==> config.mk <==
export PLATFORM = sky130hd
export DESIGN_NAME = bba_ffz
export DESIGN_NICKNAME = d
export VERILOG_FILES = /design/src/hw/rtl/bba_pkg.sv /design/src/hw/rtl/bba_ffz.sv
export SDC_FILE = /design/constraint.sdc
export NUM_CORES = 1
export LEC_CHECK = 0
export BUFFER_PORTS_ARGS = -buffer_cell sky130_fd_sc_hd__clkbuf_2
export CORE_MARGIN = 2
export CORE_UTILIZATION = 59
export DETAILED_ROUTE_END_ITERATION = 6
export PLACE_DENSITY = 0.94
export SLEW_MARGIN = 15
export SYNTH_ARGS = -nofsm -noshare
export SYNTH_HDL_FRONTEND = slang
export SYNTH_SLANG_ARGS = --single-unit
==> constraint.sdc <==
create_clock -name vclk -period 3.6
set_clock_uncertainty 0.1 [all_clocks]
set_input_delay 0.36 -clock vclk [all_inputs]
set_output_delay 0.36 -clock vclk [all_outputs]
set_load 0.05 [all_outputs]
==> src/hw/rtl/bba_pkg.sv <==
// Shared constants, codes and bit-order helper for the bitmap block allocator.
`default_nettype none

package bba_pkg;

  localparam int BBA_MAX_BLOCKS = 65536;
  localparam int BBA_WORD_BITS  = 64;

  localparam int CFG_W    = 17;
  localparam int BLK_W    = 16;
  localparam int CNT_W    = 17;
  localparam int ACT_W    = 3;
  localparam int STATUS_W = 2;

  localparam logic [CNT_W-1:0] COUNT_MAX = 17'h1FFFF;
  localparam logic [CNT_W-1:0] TOTAL_RST = 17'h10000;

  // action codes
  localparam logic [ACT_W-1:0] ACT_INIT  = 3'd0;
  localparam logic [ACT_W-1:0] ACT_ALLOC = 3'd1;
  localparam logic [ACT_W-1:0] ACT_FREE  = 3'd2;
  localparam logic [ACT_W-1:0] ACT_READ  = 3'd3;
  localparam logic [ACT_W-1:0] ACT_WRITE = 3'd4;

  // status codes
  localparam logic [STATUS_W-1:0] STATUS_OK      = 2'd0;
  localparam logic [STATUS_W-1:0] STATUS_NO_FREE = 2'd1;
  localparam logic [STATUS_W-1:0] STATUS_RANGE   = 2'd2;

  // config register indexes
  localparam logic CFG_TOTAL = 1'b0;
  localparam logic CFG_FIRST = 1'b1;

  // Block offset within a word -> bit position; MSB of each byte comes first.
  function automatic int unsigned bit_pos(input int unsigned off);
    return (off & ~32'd7) | (32'd7 - (off & 32'd7));
  endfunction

endpackage

`default_nettype wire

==> src/hw/rtl/bba_ffz.sv <==
// Find the lowest clear block of one bitmap word inside an offset window.
`default_nettype none

module bba_ffz #(
  parameter int WORD_BITS = bba_pkg::BBA_WORD_BITS,
  localparam int LW       = $clog2(WORD_BITS)
) (
  input  wire logic [WORD_BITS-1:0] word_i,
  input  wire logic [LW-1:0]        lo_off_i,
  input  wire logic [LW-1:0]        hi_off_i,
  output logic                      found_o,
  output logic      [LW-1:0]        offset_o
);

  always_comb begin
    found_o  = 1'b0;
    offset_o = '0;
    // walk down so the lowest eligible offset wins
    for (int j = WORD_BITS - 1; j >= 0; j--) begin
      if ((LW'(j) >= lo_off_i) && (LW'(j) <= hi_off_i) &&
          !word_i[LW'(bba_pkg::bit_pos(32'(j)))]) begin
        found_o  = 1'b1;
        offset_o = LW'(j);
      end
    end
  end

endmodule

`default_nettype wire

## Word level (Yosys, flattened, before mapping)

Index checks and enable logic that the tools add are counted.

- Register bits after elaboration: 0
- Input port bits: 76
- Output and inout port bits: 7

- Magnitude comparators: 128
- Mux-type cells: 128
- Reduce and logical (&&, ||, !) cells: 192

Operators by type and width:

| kind | number |
|---|---|
| 6-bit 2-to-1 mux | 64 |
| 6-bit greater-or-equal comparator (first input constant) | 32 |
| 6-bit <= comparator (first input constant) | 32 |
| 1-bit logical AND | 128 |
| 5-bit by 6-bit greater-or-equal comparator with 1-bit output (first input constant) | 16 |
| 5-bit by 6-bit <= comparator with 1-bit output (first input constant) | 16 |
| 1-bit logical NOT | 64 |
| 1-bit 2-to-1 mux | 64 |
| 4-bit by 6-bit greater-or-equal comparator with 1-bit output (first input constant) | 8 |
| 4-bit by 6-bit <= comparator with 1-bit output (first input constant) | 8 |
| 3-bit by 6-bit greater-or-equal comparator with 1-bit output (first input constant) | 4 |
| 3-bit by 6-bit <= comparator with 1-bit output (first input constant) | 4 |
| 1-bit by 6-bit greater-or-equal comparator with 1-bit output (first input constant) | 2 |
| 2-bit by 6-bit greater-or-equal comparator with 1-bit output (first input constant) | 2 |
| 1-bit by 6-bit <= comparator with 1-bit output (first input constant) | 2 |
| 2-bit by 6-bit <= comparator with 1-bit output (first input constant) | 2 |

## Longest topological paths before layout

Gate-level depths: netlist of the first run.

- Word-level depth: 67
- Gate-level depth with buffers: 10

## Worst setup path before layout of the first run

No wires, ideal clock.

- Kind: input -> output
- From: in lo_off_i[2]
- To: out offset_o[0]
- Arrival time: 2.714 ns
- Required time: 3.140 ns
- Setup slack: 0.426 ns
- Cell stages on the path: 10
- Cells stage by stage: buf_2 -> buf_6 -> buf_6 -> or2_4 -> a311oi_1 -> a32o_1 -> a221oi_1 -> a211oi_1 -> o21ai_1 -> a31oi_1

- Longest elaborated chain between the ends: 67

Ends and longest elaborated chain:

| what | RTL line | source |
|---|---|---|
| from (decl) | bba_ffz.sv:9 | `input wire logic [LW-1:0] lo_off_i,` |
| 6-bit greater-or-equal comparator | bba_ffz.sv:20 | `if ((LW'(j) >= lo_off_i) && (LW'(j) <= hi_off_i) &&` |
| 1-bit logical AND (2 in series) | bba_ffz.sv:20 |  |
| 6-bit 2-to-1 mux (63 in series) | bba_ffz.sv:20 |  |
| 6-bit 2-to-1 mux * | bba_ffz.sv:20 |  |
| to (decl) | bba_ffz.sv:12 | `output logic [LW-1:0] offset_o` |

Mark *: on every way between the ends. The rest lies on a longest branch, timed or not.

## Worst setup path in the final report of the first run

- From: in hi_off_i[0]
- To: out offset_o[5]

- Longest elaborated chain between the ends: 67

Ends and longest elaborated chain:

| what | RTL line | source |
|---|---|---|
| from (decl) | bba_ffz.sv:10 | `input wire logic [LW-1:0] hi_off_i,` |
| 6-bit <= comparator | bba_ffz.sv:20 |  |
| 1-bit logical AND (2 in series) | bba_ffz.sv:20 |  |
| 6-bit 2-to-1 mux (63 in series) | bba_ffz.sv:20 |  |
| 6-bit 2-to-1 mux * | bba_ffz.sv:20 |  |

Marks and branches as above.

==> flow_metrics.py, run 1 <==
metrics = {
    "run_status": {
        "status": "finished, violations left",
        "failed_checks": "design-rule violations",
    },
    "hold_path": {
        "hp-class": "input pin to output pin",
        "min_from": "word_i[0]",
        "min_delay_path_depth": 7,
        "hold_end": "offset_o[1]",
    },
    "routing": {
        "drc": 20,
        "routed_wl_mm": 11.5,
        "drtAntennaViolNets": 0,
        "drt_iter0_drc": 689,
        "num_vias": 3995,
        "viasPerCell": 7.79,
        "firstDrtPassIters": 7,
        "wire_per_inst_um": 22.4,
    },
    "grt": {
        "grt_pass1_wl_mm": 17.9,
        "grt_pass1_vias": 3644,
        "antenna_found_initial": 0,
        "grt_usage_pct": 44.1,
        "gr-total-overflow": 0,
        "grt_max_degree": 32,
    },
    "place": {
        "hpwl_mm": 8.82,
        "place_congestion": 1.04,
        "port_buffers": 83,
    },
    "floorplan": {
        "floorplan.die_area_um2": 5040,
        "io-pin-count": 83,
        "fp.dieW_um": 71.0,
        "dieHeight_um": 71.0,
        "start_util_pct": 60.8,
        "num_rows": 24,
        "core_um2": 4350,
    },
    "timing": {
        "max_freq_ghz": 0.288,
        "tightest_slew_ps": 679,
        "slew_headroom_pct": 54.3,
        "setup_viol": 0,
        "post-route-period-util_pct": 96.6,
        "hold_viol": 0,
        "rsz0062_at_grt": "false",
        "maxSlewViolCount": 0,
        "holdWs_ps": 1370,
        "period_minus_slack_ps": 3480,
        "fin_tns_setup_ps": 0,
    },
    "synth": {
        "synthMostInstantiatedCell": "nand2_1",
        "synth_common_cells": "nand2_1, a21oi_1, nor2_1",
        "ys_types": 80,
        "synthesis.nets": 468,
        "avgSynthCellArea_um2": 6.76,
        "ys_seq_area_share_pct": 0,
        "yosys-top-cells-area": "nand2_1, a21oi_1, buf_6",
        "synth_area_um2": 2650,
        "synth_top_cell_area_share_pct": 5.95,
        "syn_inst": 392,
        "synth_top_area_cell": "nand2_1",
        "synth_warnings": 0,
    },
    "clock_network": {
        "cts_hold_buf": 0,
    },
    "pwr": {
        "seq_power_share_pct": 0,
        "clkPwrFrac_pct": 0,
        "combPwrFrac_pct": 100.0,
        "ir_drop_mv": 0.107,
        "power.leakage_uw": 0.00127,
        "p_int_uw": 180,
        "power.density_nw_per_um2": 166,
        "power_switching_share_pct": 64.2,
        "p_switching_uw": 324,
    },
    "cells_and_area": {
        "n_fill_cell": 391,
        "nets": 539,
        "num_antenna_cells": 0,
        "drive_above_1_share_pct": 31.0,
        "design.seq.count": 0,
        "regArea_um2": 0,
        "area_growth_pct": 14.6,
        "clock_buffers": 0,
    },
    "critical_path": {
        "cp.required_ps": 3140,
        "critical_path.cell_chain": "clkbuf_2 > a211oi_1 > a21oi_1 > o21ai_1 > nand2_1 > nor4_1 > buf_4 > and4_1 > nor2b_1 > clkbuf_2",
        "worstSetupPathType": "input pin to output pin",
        "path_max_fanout": 17,
        "timing.critical_path.mode_cell": "clkbuf_2",
        "start_kind": "input pin",
        "crit_slowest_cell": "a211oi_1",
        "cp_top_family": "compound AO/OA/AOI/OAI gates",
        "max_stage_delay_ps": 580,
        "cp-end-kind": "output pin",
        "crit_buf_inv": 3,
        "worstPathArrival_ps": 3020,
    },
    "job": {
        "maxCapViolCount": 0,
    },
}
power groups by stage:
| stage | clock network, uW | logic (uW) | registers, uW |
|---|---|---|---|
| 3_5_place_dp | 0 | 479 | 0 |
| 4_1_cts | 0 | 481 | 0 |
| 5_1_grt | 0 | 533 | 0 |
| 2_1_floorplan | 0 | 343 | 0 |
| 3_3_place_gp | 0 | 470 | 0 |
| 6_report | 0 | 504 | 0 |
cell type report:
| type | instances | area [um2] | area share, % |
|---|---|---|---|
| Multi-Input combinational cell | 349 | 2360 | 77.9 |
| Timing Repair Buffer | 105 | 581 | 19.1 |
| Tap cell | 52 | 65.1 | 2.14 |
| Inverter | 7 | 26.3 | 0.866 |
how the worst max path moves through the flow:
stage                startpoint           to  slack (ps)  cells past startpoint
floorplan           lo_off_i[2]  offset_o[0]         430                     10
global placement    hi_off_i[2]  offset_o[1]         380                      9
detailed placement  lo_off_i[1]  offset_o[5]         240                     10
CTS                 lo_off_i[1]  offset_o[5]         220                     10
global route        hi_off_i[3]  offset_o[5]           3                     11
finish              hi_off_i[0]  offset_o[5]         120                     10
metal layers:
metal	track usage [%]	wire [um]	vias up	share of wire, %
met2	71.8	5040	407	44
met3	9.69	1560	108	14
li1	-	-	1713	-
met1	54.7	4080	1767	36
met4	22.0	793	0	6.9
met5	0	0	-	0
cells in the final DEF (no fill, tap or decap), types with 7 or more instances in the layout:
| master | instances |
|---|---|
| a211oi_1 | 12 |
| o211ai_1 | 8 |
| clkbuf_2 | 83 |
| nor4_1 | 11 |
| buf_4 | 22 |
| nand2b_1 | 7 |
| a221oi_1 | 7 |
| a21o_1 | 9 |
| o21a_1 | 8 |
| nand2_1 | 42 |
| nor2_1 | 28 |
| o21ai_0 | 16 |
| a2111o_1 | 8 |
| and2_1 | 7 |
| a31oi_1 | 11 |
| nor3_1 | 9 |
| nand3_1 | 11 |
| o21ai_1 | 10 |
| a21oi_1 | 29 |
stage by stage:
stage	setup slack, ps	total power [uW]	area [um2]	utilization (%)	instances
after floorplan	426	343	2650	-	392
after detailed placement	238	479	3030	69.7	513
after global placement	376	470	3030	69.7	513
final	122	504	3040	69.7	513
after CTS	225	481	3030	69.7	513
after global routing	2.91	533	3040	69.7	513
logic make-up after synthesis:
family	share of synthesized area, %
buf+inv	10.9
simple gates	33.4
compound gates	55.7
repair_timing:
| action | in CTS | in global routing |
|---|---|---|
| setup buffers | 0 | 0 |
| endpoints found under the setup margin | 0 | 2 |
| gates resized for setup | 0 | 4 |
No activity file was read; power rests on OpenSTA's default activity.
==> run 2, diff against run 1 <==
--- a/config.mk
+++ b/config.mk
@@ -11,3 +11,3 @@
 export DETAILED_ROUTE_END_ITERATION = 6
-export PLACE_DENSITY = 0.94
+export PLACE_DENSITY = 0.95
 export SLEW_MARGIN = 15
==> constraint.sdc (replaced) <==
create_clock -name vclk -period 3.6
set_clock_uncertainty 0.1 [all_clocks]
set_input_delay 0.54 -clock vclk [all_inputs]
set_output_delay 0.54 -clock vclk [all_outputs]
set_load 0.05 [all_outputs]
==> flow_metrics.py, run 2 (synthesized netlist as in run 1, its figures left out) <==
metrics = {
    "run_status": {
        "status": "finished, violations left",
        "failed_checks": "design-rule violations, negative setup slack",
    },
    "critical_path": {
        "cp-end-kind": "output pin",
        "cp_top_family": "compound AO/OA/AOI/OAI gates",
        "critical_path.cell_chain": "clkbuf_2 > buf_4 > nand2_4 > a2111oi_0 > buf_4 > or4_1 > nor2b_4 > a211oi_2 > nor3_1 > o31a_1 > clkbuf_4",
        "worstSetupPathType": "input pin to output pin",
        "worstPathArrival_ps": 3060,
        "start_kind": "input pin",
        "crit_slowest_cell": "a2111oi_0",
        "endpoint": "offset_o[3]",
        "startpoint": "hi_off_i[4]",
        "path_max_fanout": 14,
        "cp.required_ps": 2960,
        "timing.critical_path.mode_cell": "buf_4",
        "max_stage_delay_ps": 650,
        "cp.depth": 11,
        "crit_buf_inv": 4,
    },
    "floorplan": {
        "fp.dieW_um": 71.0,
        "start_util_pct": 60.8,
        "dieHeight_um": 71.0,
        "core_um2": 4350,
        "floorplan.die_area_um2": 5040,
        "io-pin-count": 83,
        "num_rows": 24,
    },
    "timing": {
        "period_minus_slack_ps": 3700,
        "maxSlewViolCount": 0,
        "max_freq_ghz": 0.270,
        "rsz0062_at_grt": "true",
        "fin_tns_setup_ps": -209,
        "setup_viol": 3,
        "hold_viol": 0,
        "tightest_slew_ps": 657,
        "layout_setup_ws_ps": -101,
        "post-route-period-util_pct": 103,
        "slew_headroom_pct": 55.1,
    },
    "routing": {
        "drt_iter0_drc": 805,
        "routed_wl_mm": 12.9,
        "drtAntennaViolNets": 0,
        "num_vias": 4402,
        "firstDrtPassIters": 7,
        "drc": 15,
        "viasPerCell": 8.21,
        "wire_per_inst_um": 24.1,
    },
    "cells_and_area": {
        "layout_commonest_cell": "clkbuf_2",
        "utilization_pct": 77.6,
        "clock_buffers": 0,
        "drive_above_1_share_pct": 36.4,
        "num_antenna_cells": 0,
        "regArea_um2": 0,
        "area_growth_pct": 27.5,
        "layout_common_cells": "clkbuf_2, buf_4, nand2_1",
        "design.seq.count": 0,
        "nets": 562,
    },
    "pwr": {
        "power.density_nw_per_um2": 171,
        "ir_drop_mv": 0.108,
        "power.leakage_uw": 0.00141,
    },
    "grt": {
        "grt_pass1_wl_mm": 19.1,
        "grt_pass1_vias": 3972,
        "grt_usage_pct": 47.0,
        "gr-total-overflow": 0,
        "antenna_found_initial": 0,
        "grt_max_degree": 24,
    },
    "job": {
        "maxCapViolCount": 0,
    },
    "place": {
        "port_buffers": 83,
        "hpwl_mm": 9.43,
        "place_congestion": 1.26,
    },
    "clock_network": {
        "cts_hold_buf": 0,
    },
    "hold_path": {
        "hp-class": "input pin to output pin",
    },
}
==> run 2: cell count changes in the layout (fill, tap and decap cells not counted), sizes merged <==
cell	change
buf	+33
clkbuf	-10
==> run 2: worst min path at each step <==
stage                     from           to  slack (ps)  cells after the start
global placement    word_i[22]  offset_o[0]        1690                      6
global route        word_i[22]  offset_o[0]        1740                      6
detailed placement  word_i[22]  offset_o[0]        1690                      6
finish              word_i[22]  offset_o[0]        1680                      6
CTS                 word_i[22]  offset_o[0]        1690                      6
floorplan            word_i[6]  offset_o[0]        1470                      5
==> run 2: tightest hold or removal path, cell delays in order <==
cell      delay, ps
clkbuf_2         80
a2111o_1        130
o211ai_1         90
nor2_1           90
a31oi_1          90
buf_2           210
==> run 2: area by class of cell <==
type | instances | area [um2]
inverters | 7 | 26.3
multi-input cells | 349 | 2470
well taps | 52 | 65.1
repair buffers | 128 | 813
fillers | 275 | 976
==> run 2: per-stage QoR <==
step | instances | instance area (um2) | hold slack (ps) | setup WS [ps] | power [uW]
2_1_floorplan | 392 | 2650 | 1470 | 66.2 | 343
3_3_place_gp | 532 | 3230 | 1690 | 29.2 | 500
3_5_place_dp | 532 | 3230 | 1690 | -79.3 | 516
4_1_cts | 532 | 3240 | 1690 | 22.5 | 520
5_1_grt | 536 | 3380 | 1740 | -136 | 598
6_report | 536 | 3380 | 1680 | -101 | 577
==> run 2: what timing repair did <==
item,in CTS,in global routing
gates resized for setup,1,35
endpoints found under the hold margin,0,0
buffers inserted,0,4
setup endpoints to repair,2,7
pin swaps,0,7
==> run 2: report_power, final <==
part / switching, uW / leakage (uW) / internal (uW)
Sequential: 0 / 0 / 0
Combinational: 353 / 0.00141 / 223
Clock: 0 / 0 / 0
==> run 2: per-layer routing <==
layer,routed length (um),GRT usage (%)
met1,4280,52.6
met5,0,0
met4,1330,36.9
met2,5320,71.9
met3,1960,16.8
